<file path="config.mk">
export PLATFORM = sky130hd
export DESIGN_NAME = glob_wildcard_matcher
export DESIGN_NICKNAME = d
export VERILOG_FILES = /design/src/gwm_pkg.sv /design/src/gwm_in_stage.sv /design/src/gwm_core.sv /design/src/gwm_out_stage.sv /design/src/glob_wildcard_matcher.sv
export SDC_FILE = /design/constraint.sdc
export NUM_CORES = 2
export LEC_CHECK = 0
export BUFFER_PORTS_ARGS = -buffer_cell sky130_fd_sc_hd__buf_2
export CAP_MARGIN = 25
export CORE_UTILIZATION = 45
export DETAILED_ROUTE_END_ITERATION = 12
export PLACE_DENSITY = 0.71
export REMOVE_ABC_BUFFERS = 1
export SYNTH_ARGS = -nofsm -noshare
export SYNTH_HDL_FRONTEND = slang
export SYNTH_SLANG_ARGS = --single-unit
</file>
<file path="constraint.sdc">
create_clock -name clk -period 5.05 [get_ports clk]
set_input_delay 0.2525 -clock clk [delete_from_list [all_inputs] [get_ports clk]]
set_output_delay 0.2525 -clock clk [all_outputs]
set_load 0.01 [all_outputs]
</file>
<file path="src/gwm_pkg.sv">
`timescale 1ns / 1ps
package gwm_pkg;

  // Pattern capacity and derived widths
  localparam int MAX_PATTERN = 64;
  localparam int POS_W       = MAX_PATTERN + 1;
  localparam int LEN_W       = $clog2(MAX_PATTERN + 1);
  localparam int IDX_W       = (MAX_PATTERN > 1) ? $clog2(MAX_PATTERN) : 1;

  // Wildcard bytes
  localparam logic [7:0] CH_STAR  = 8'd42;
  localparam logic [7:0] CH_QUEST = 8'd63;

  typedef enum logic [1:0] {
    REQ_NEW    = 2'd0,
    REQ_APPEND = 2'd1,
    REQ_SUBJ   = 2'd2,
    REQ_END    = 2'd3
  } req_type_t;

  typedef logic [POS_W-1:0] pos_t;

  typedef struct packed {
    req_type_t  req;
    logic [7:0] ch;
  } item_t;

  typedef struct packed {
    logic matched;
    logic pattern_overflow;
  } res_t;

  // Close an active set over runs of stars: position q is reached when q-1 is
  // reached and holds a star. Log-depth prefix scan, carry lookahead style.
  function automatic pos_t star_scan(pos_t seed, pos_t prop);
    pos_t g;
    pos_t p;
    pos_t g_n;
    pos_t p_n;
    g = seed;
    p = prop;
    for (int d = 1; d < POS_W; d = d * 2) begin
      g_n = g;
      p_n = p;
      for (int i = d; i < POS_W; i++) begin
        g_n[i] = g[i] | (p[i] & g[i-d]);
        p_n[i] = p[i] & p[i-d];
      end
      g = g_n;
      p = p_n;
    end
    return g;
  endfunction

endpackage

</file>
<file path="src/gwm_in_stage.sv">
`timescale 1ns / 1ps
module gwm_in_stage (
  input  logic          clk,
  input  logic          rst_n,
  input  logic          in_tvalid,
  input  logic          in_tready,
  input  logic [1:0]    in_tuser,
  input  logic [7:0]    in_tdata,
  input  logic          fire,
  output logic          item_v,
  output gwm_pkg::item_t item
);
  import gwm_pkg::*;

  logic  item_v_r;
  item_t item_r;

  // Hold the accepted word until the core takes it
  always_ff @(posedge clk) begin
    if (!rst_n) begin
      item_v_r <= 1'b0;
    end else if (in_tvalid && in_tready) begin
      item_v_r <= 1'b1;
    end else if (fire) begin
      item_v_r <= 1'b0;
    end
  end

  always_ff @(posedge clk) begin
    if (in_tvalid && in_tready) begin
      item_r.req <= req_type_t'(in_tuser);
      item_r.ch  <= in_tdata;
    end
  end

  assign item_v = item_v_r;
  assign item   = item_r;

endmodule

</file>
<file path="src/gwm_core.sv">
`timescale 1ns / 1ps
module gwm_core (
  input  logic           clk,
  input  logic           rst_n,
  input  logic           fire,
  input  gwm_pkg::item_t item,
  output logic           res_v,
  output gwm_pkg::res_t  res
);
  import gwm_pkg::*;

  logic [7:0]       pat_r [MAX_PATTERN];
  logic [LEN_W-1:0] len_r;
  logic [LEN_W-1:0] len_nxt;
  logic             ovf_r;
  logic             ovf_nxt;
  pos_t             act_r;
  pos_t             act_nxt;

  logic [MAX_PATTERN-1:0] vmask;
  logic [MAX_PATTERN-1:0] star;
  logic [MAX_PATTERN-1:0] hit;
  logic [MAX_PATTERN-1:0] star_app;
  logic                   room;
  pos_t                   step;
  pos_t                   seed0;
  pos_t                   upto_len;

  assign room  = (len_r < LEN_W'(MAX_PATTERN));
  assign seed0 = POS_W'(1);

  // Decode stored positions: valid, star, and byte match for the current word
  always_comb begin
    for (int p = 0; p < MAX_PATTERN; p++) begin
      vmask[p]    = (LEN_W'(p) < len_r);
      star[p]     = vmask[p] && (pat_r[p] == CH_STAR);
      hit[p]      = vmask[p] && !star[p] &&
                    ((pat_r[p] == CH_QUEST) || (pat_r[p] == item.ch));
      // star flags as they stand once the appended byte is written
      star_app[p] = star[p] ||
                    (room && (LEN_W'(p) == len_r) && (item.ch == CH_STAR));
    end
    for (int q = 0; q < POS_W; q++) begin
      upto_len[q] = (LEN_W'(q) <= len_r);
    end
  end

  // Advance the active set by one subject byte
  always_comb begin
    step = '0;
    for (int p = 0; p < MAX_PATTERN; p++) begin
      step[p]   = step[p]   | (act_r[p] & star[p]);
      step[p+1] = act_r[p] & hit[p];
    end
  end

  // Next state per request kind
  always_comb begin
    len_nxt = len_r;
    ovf_nxt = ovf_r;
    act_nxt = act_r;
    if (fire) begin
      unique case (item.req)
        REQ_NEW: begin
          len_nxt = '0;
          ovf_nxt = 1'b0;
          act_nxt = seed0;
        end
        REQ_APPEND: begin
          if (room) begin
            len_nxt = len_r + LEN_W'(1);
          end else begin
            ovf_nxt = 1'b1;
          end
          act_nxt = star_scan(seed0, {star_app, 1'b0});
        end
        REQ_SUBJ: begin
          act_nxt = star_scan(step, {star, 1'b0});
        end
        REQ_END: begin
          act_nxt = star_scan(seed0, {star, 1'b0});
        end
        default: begin
          act_nxt = act_r;
        end
      endcase
    end
  end

  // Result on an end word
  assign res_v            = fire && (item.req == REQ_END);
  assign res.matched      = act_r[len_r] && !ovf_r;
  assign res.pattern_overflow = ovf_r;

  always_ff @(posedge clk) begin
    if (!rst_n) begin
      len_r <= '0;
      ovf_r <= 1'b0;
      act_r <= seed0;
    end else begin
      len_r <= len_nxt;
      ovf_r <= ovf_nxt;
      act_r <= act_nxt;
    end
  end

  // Write an appended byte while there is room
  always_ff @(posedge clk) begin
    if (fire && (item.req == REQ_APPEND) && room) begin
      pat_r[len_r[IDX_W-1:0]] <= item.ch;
    end
  end

  // No position past the pattern end is ever reached
  a_act_in_range: assert property (@(posedge clk) disable iff (!rst_n)
    (act_r & ~upto_len) == '0)
    else $error("active position beyond pattern length");

  // Overflow only once the store is full
  a_ovf_full: assert property (@(posedge clk) disable iff (!rst_n)
    ovf_r |-> (len_r == LEN_W'(MAX_PATTERN)))
    else $error("overflow flagged with room left");

  // A new pattern leaves an empty pattern armed at position zero
  a_new_clears: assert property (@(posedge clk) disable iff (!rst_n)
    (fire && item.req == REQ_NEW) |=> (len_r == '0 && !ovf_r && act_r == seed0))
    else $error("new pattern did not clear state");

  // A subject byte never sets the flag or moves the length
  a_subj_keeps: assert property (@(posedge clk) disable iff (!rst_n)
    (fire && item.req == REQ_SUBJ) |=> ($stable(len_r) && $stable(ovf_r)))
    else $error("subject byte changed pattern state");

endmodule

</file>
<file path="src/gwm_out_stage.sv">
`timescale 1ns / 1ps
module gwm_out_stage (
  input  logic          clk,
  input  logic          rst_n,
  input  logic          res_v,
  input  gwm_pkg::res_t res,
  input  logic          out_tready,
  output logic          out_tvalid,
  output logic [7:0]    out_tdata
);
  import gwm_pkg::*;

  logic valid_r;
  res_t res_r;

  // Load a new result, drop the held one once taken
  always_ff @(posedge clk) begin
    if (!rst_n) begin
      valid_r <= 1'b0;
    end else if (res_v) begin
      valid_r <= 1'b1;
    end else if (out_tready) begin
      valid_r <= 1'b0;
    end
  end

  always_ff @(posedge clk) begin
    if (res_v) begin
      res_r <= res;
    end
  end

  assign out_tvalid = valid_r;
  assign out_tdata  = {6'd0, res_r.pattern_overflow, res_r.matched};

endmodule

</file>
<file path="src/glob_wildcard_matcher.sv">
`timescale 1ns / 1ps
// Glob matcher for '*' and '?' over a byte stream.
// Input channel: in_tuser selects the request (new pattern, append pattern
// byte, subject byte, end of subject) and in_tdata carries the byte. A
// pattern is built byte by byte, then a subject streams one byte per word;
// the end word produces one result word on the output channel with the
// match bit and the pattern overflow flag. Other requests produce nothing.
// Throughput: one input word per clock cycle while no end word waits on a
// held result, set by the single registered pass of the core that updates
// every pattern position at once. Result path: an end word accepted into
// the input register is evaluated by the core once it can advance, and its
// result is registered in the output stage and then shown on out_tvalid.
// Reset (rst_n low, synchronous) leaves an empty pattern with no overflow;
// an empty subject then matches.
// When the receiver stalls, the result is held; pattern and subject words
// keep flowing, and a further end word waits in the input register until
// the held result has been taken.
module glob_wildcard_matcher (
  input  logic       clk,
  input  logic       rst_n,
  input  logic       in_tvalid,
  output logic       in_tready,
  input  logic [7:0] in_tdata,   // [7:0] ch
  input  logic [1:0] in_tuser,   // [1:0] req_type
  output logic       out_tvalid,
  input  logic       out_tready,
  output logic [7:0] out_tdata   // [0] matched, [1] pattern_overflow, [7:2] zero
);
  import gwm_pkg::*;

  logic  item_v;
  item_t item;
  logic  fire;
  logic  res_v;
  res_t  res;

  // Advance the held word unless it is an end word facing a full result stage
  assign fire      = item_v && ((item.req != REQ_END) || !out_tvalid || out_tready);
  assign in_tready = !item_v || fire;

  gwm_in_stage u_in (
    .clk       (clk),
    .rst_n     (rst_n),
    .in_tvalid (in_tvalid),
    .in_tready (in_tready),
    .in_tuser  (in_tuser),
    .in_tdata  (in_tdata),
    .fire      (fire),
    .item_v    (item_v),
    .item      (item)
  );

  gwm_core u_core (
    .clk   (clk),
    .rst_n (rst_n),
    .fire  (fire),
    .item  (item),
    .res_v (res_v),
    .res   (res)
  );

  gwm_out_stage u_out (
    .clk        (clk),
    .rst_n      (rst_n),
    .res_v      (res_v),
    .res        (res),
    .out_tready (out_tready),
    .out_tvalid (out_tvalid),
    .out_tdata  (out_tdata)
  );

endmodule
</file>
==> results.py <==
metrics = {
    "status": {
        "status": "finished clean",
    },
    "drt": {
        "drt_iter0_drc": 4231,
        "top_layer_used": "met4",
        "drc": 0,
        "vias": 32000,
        "wl_met2_mm": 58.1,
        "postRouteAntennaNets": 0,
        "wire_per_inst_um": 28.0,
        "via_per_inst": 6.60,
        "dr_wl_met3_mm": 13.9,
        "drt_first_pass_iters": 5,
        "totalWireLength_mm": 136,
        "drt-met1-wl_mm": 55.7,
    },
    "critical_path": {
        "cp-end-kind": "register",
        "arrival_ns": 5.43,
        "r2r-end": "u_core.act_r[61]",
        "crit_fanout": 24,
        "ff2ff_setup_slack_ns": 0.17,
        "required_ns": 5.60,
        "path_class": "register to register",
        "reg2reg_from": "u_core.len_r[3]",
        "rr_worst_depth": 12,
        "cp-start-kind": "register",
    },
    "global_route": {
        "antenna_found_initial": 4,
        "grt_pass1_wl_mm": 200,
        "grt_max_degree": 66,
        "grt_usage_pct": 32.8,
        "grt_pass1_vias": 30300,
        "grt_overflow": 0,
    },
    "finish": {
        "area_growth_pct": 12.7,
        "stdcell_area_sq_um": 40900,
        "n_fill_cell": 7259,
        "finalNetCount": 3760,
        "utilization_pct": 51.5,
        "layout-drive-gt1-share_pct": 10.4,
    },
    "sta": {
        "grt_setup_unrepaired": "false",
        "drv_slew": 0,
        "worst_slew_pin_slew_ns": 1.13,
        "setup_viol": 0,
        "fmax_mhz": 205,
        "timing.final.crit_share_pct": 96.7,
        "post-route-min-period_ns": 4.88,
        "hold_viol_final": 0,
        "max_slew_margin_pct": 24.5,
        "fin_ws_ns": 0.168,
        "skew_ns": 0.0229,
    },
    "die": {
        "initial_utilization_pct": 45.7,
        "rows": 103,
        "die_y_um": 286,
        "die_x_um": 286,
        "io_pins": 24,
        "die_area_sq_um": 81800,
        "core_area_sq_um": 79400,
    },
    "placed_design": {
        "hpwl_mm": 99.7,
        "place_congestion": 1.11,
        "numPortBuffers": 17,
        "place_worst_setup_slack_ns": 0.516,
        "dpl_cell_area_sq_um": 38600,
    },
    "cts": {
        "post-cts-setup-buffer-count": 0,
        "cts_buffers": 69,
        "cts-resized-gates": 0,
        "clkLatencyLatePin_ns": 0.64,
        "clkSlewWorstSetupHoldPaths_ns": 0.06,
        "cts_max_level": 3,
        "clk_path_buf_depth": 3,
        "cts-root-buf": "clkbuf_16",
        "cts_tree": "done",
        "ctsHoldBuffers": 12,
        "clock_sinks": 599,
    },
    "synthesis": {
        "synth-async-reset-ratio_pct": 0,
        "synth_edf_count": 524,
        "yosys.area.top_type": "edfxtp_1",
        "synth_seq_cells": 599,
        "synth-seq-area-share_pct": 47.5,
        "netlist_area_sq_um": 36300,
        "avgSynthCellArea_sq_um": 10.1,
        "post_synth_num_cell_types": 116,
        "syn_inst": 3604,
        "synth_top_area_share_pct": 43.4,
        "yosysWarnings": 0,
        "ys.flop_type": "edfxtp_1",
        "synth.area.top_cells": "edfxtp_1 (43%), xnor2_1 (11%), dfxtp_1 (4.1%), nor2_1 (3.5%), nand4_1 (2.8%)",
    },
    "hold_path": {
        "hp-start": "out_tready",
        "hold_path_class": "input pin to register",
        "hold_depth": 3,
        "hold_end": "u_out.out_tvalid",
    },
    "power_and_ir_drop": {
        "p_per_area_nw_per_um2": 265,
        "p_leak_nw": 11.9,
        "peakVddDrop_v": 0.000254,
    },
    "flow_run": {
        "cap_violations": 0,
    },
}
-- critical path, cell delays in order, from the launching register on --
cell	delay [ns]
dfxtp_1	1.07
buf_4	0.32
nand2_2	0.17
o31a_4	0.43
or2_4	0.29
nor3_4	0.22
nand3_2	0.20
or4_4	0.58
a21oi_1	0.41
a2111oi_4	0.09
a311oi_2	0.65
a2111oi_2	0.11
nor4_2	0.22
-- routing by layer --
metal	global-route usage (%)	up-vias
li1	-	14100
met1	44.3	15700
met2	48.3	1840
met3	7.90	433
met4	17.9	0
met5	0	-
-- cell usage in the layout, fill, tap and decap left out, drive strengths merged, types with 20 or more instances in the layout --
cell | netlist | routed
a211oi | 27 | 27
nor2 | 340 | 340
dfxtp | 75 | 75
and2 | 34 | 34
a31oi | 39 | 39
a22oi | 37 | 37
xnor2 | 448 | 448
o2111ai | 31 | 31
nor4 | 61 | 61
o22ai | 37 | 37
o21a | 20 | 20
or4 | 48 | 48
clkinv | 1 | 22
buf | 103 | 213
nor3 | 120 | 120
nand4 | 164 | 164
and3 | 49 | 49
edfxtp | 524 | 524
o221ai | 21 | 21
clkbuf | 60 | 92
xor2 | 67 | 67
inv | 32 | 38
or3 | 50 | 50
nand2 | 239 | 239
nor2b | 40 | 40
a21oi | 165 | 165
nor4bb | 27 | 27
o211ai | 34 | 34
o21ai | 209 | 209
nand3 | 195 | 195
-- flip-flops by register name, summed over array words and instances (netlist names) --
register          cells
u_core.act_r         65
u_core.len_r          7
u_core.ovf_r          1
u_core.pat_r        512
u_in.item            10
u_in.item_v           1
u_out.out_tdata       2
u_out.out_tvalid      1
-- metrics by stage --
step	total power, mW	hold WS [ns]	TNS, ns	cells
after global routing	11.1	0.0361	0	4844
after floorplan	5.88	0.341	-48.38	3446
final	10.8	0.0228	0	4849
after global placement	6.06	0.430	0	4701
after detailed placement	6.07	0.431	0	4707
after CTS	10.9	0.00251	0	4842
-- power by group --
group / internal [mW] / switching, mW / total [mW]
clock: 2.80 / 2.07 / 4.87
sequential: 5.39 / 0.0147 / 5.40
combinational: 0.200 / 0.377 / 0.577
total: 8.38 / 2.46 / 10.8
-- synthesized netlist by cell type (9+ instances only) --
library cell	n
a211oi_1	27
a21o_1	12
a21oi_1	163
a221oi_1	18
a22o_1	9
a22oi_1	36
a31oi_1	39
a32oi_1	14
a41oi_1	10
and2_1	33
and3_1	49
and3b_1	9
and4_1	12
buf_2	55
buf_4	42
clkbuf_1	54
dfxtp_1	75
edfxtp_1	524
inv_1	32
nand2_1	238
nand2b_1	18
nand3_1	194
nand3b_1	11
nand4_1	163
nor2_1	334
nor2b_1	40
nor3_1	116
nor4_1	54
nor4bb_1	27
o2111ai_1	31
o211ai_1	33
o21a_1	20
o21ai_0	188
o21ai_1	17
o21bai_1	11
o221ai_1	19
o22ai_1	36
o31ai_1	13
or2_2	12
or3_1	50
or4_1	46
xnor2_1	448
xor2_1	67
-- worst max-delay path by stage --
stage | cells past startpoint | to | startpoint
6_report | 12 | u_core.act_r[61] | u_core.len_r[3]
5_1_grt | 12 | u_core.act_r[59] | u_core.len_r[3]
4_1_cts | 12 | u_core.act_r[61] | u_core.len_r[3]
3_5_place_dp | 12 | u_core.act_r[61] | u_core.len_r[3]
3_3_place_gp | 12 | u_core.act_r[61] | u_core.len_r[3]
2_1_floorplan | 11 | u_core.act_r[61] | u_in.item[5]
-- cell type report --
| type | count | area [sq um] | area share, % |
|---|---|---|---|
| antenna | 5 | 12.5 | 0.0306 |
| clock buffer | 92 | 1840 | 4.51 |
| clock inverter | 31 | 329 | 0.805 |
| inverter | 33 | 124 | 0.303 |
| multi-input combinational | 2814 | 18000 | 44.1 |
| sequential | 599 | 17200 | 42.2 |
| tap | 1050 | 1310 | 3.21 |
| timing repair buffer | 225 | 1980 | 4.85 |
-- cells by family after synthesis --
group,count (synthesis),synth area share [%]
flip-flops,599,47.5
AO/OA/AOI/OAI,808,15.0
multiplexers,12,0.479
buffers and inverters,196,2.86
AND/OR/NAND/NOR,1469,21.6
XOR/XNOR,515,12.4
adder cells (fa/ha/maj),4,0.138
other,1,0.0103
Note: power is estimated with default switching activity, not from simulation.
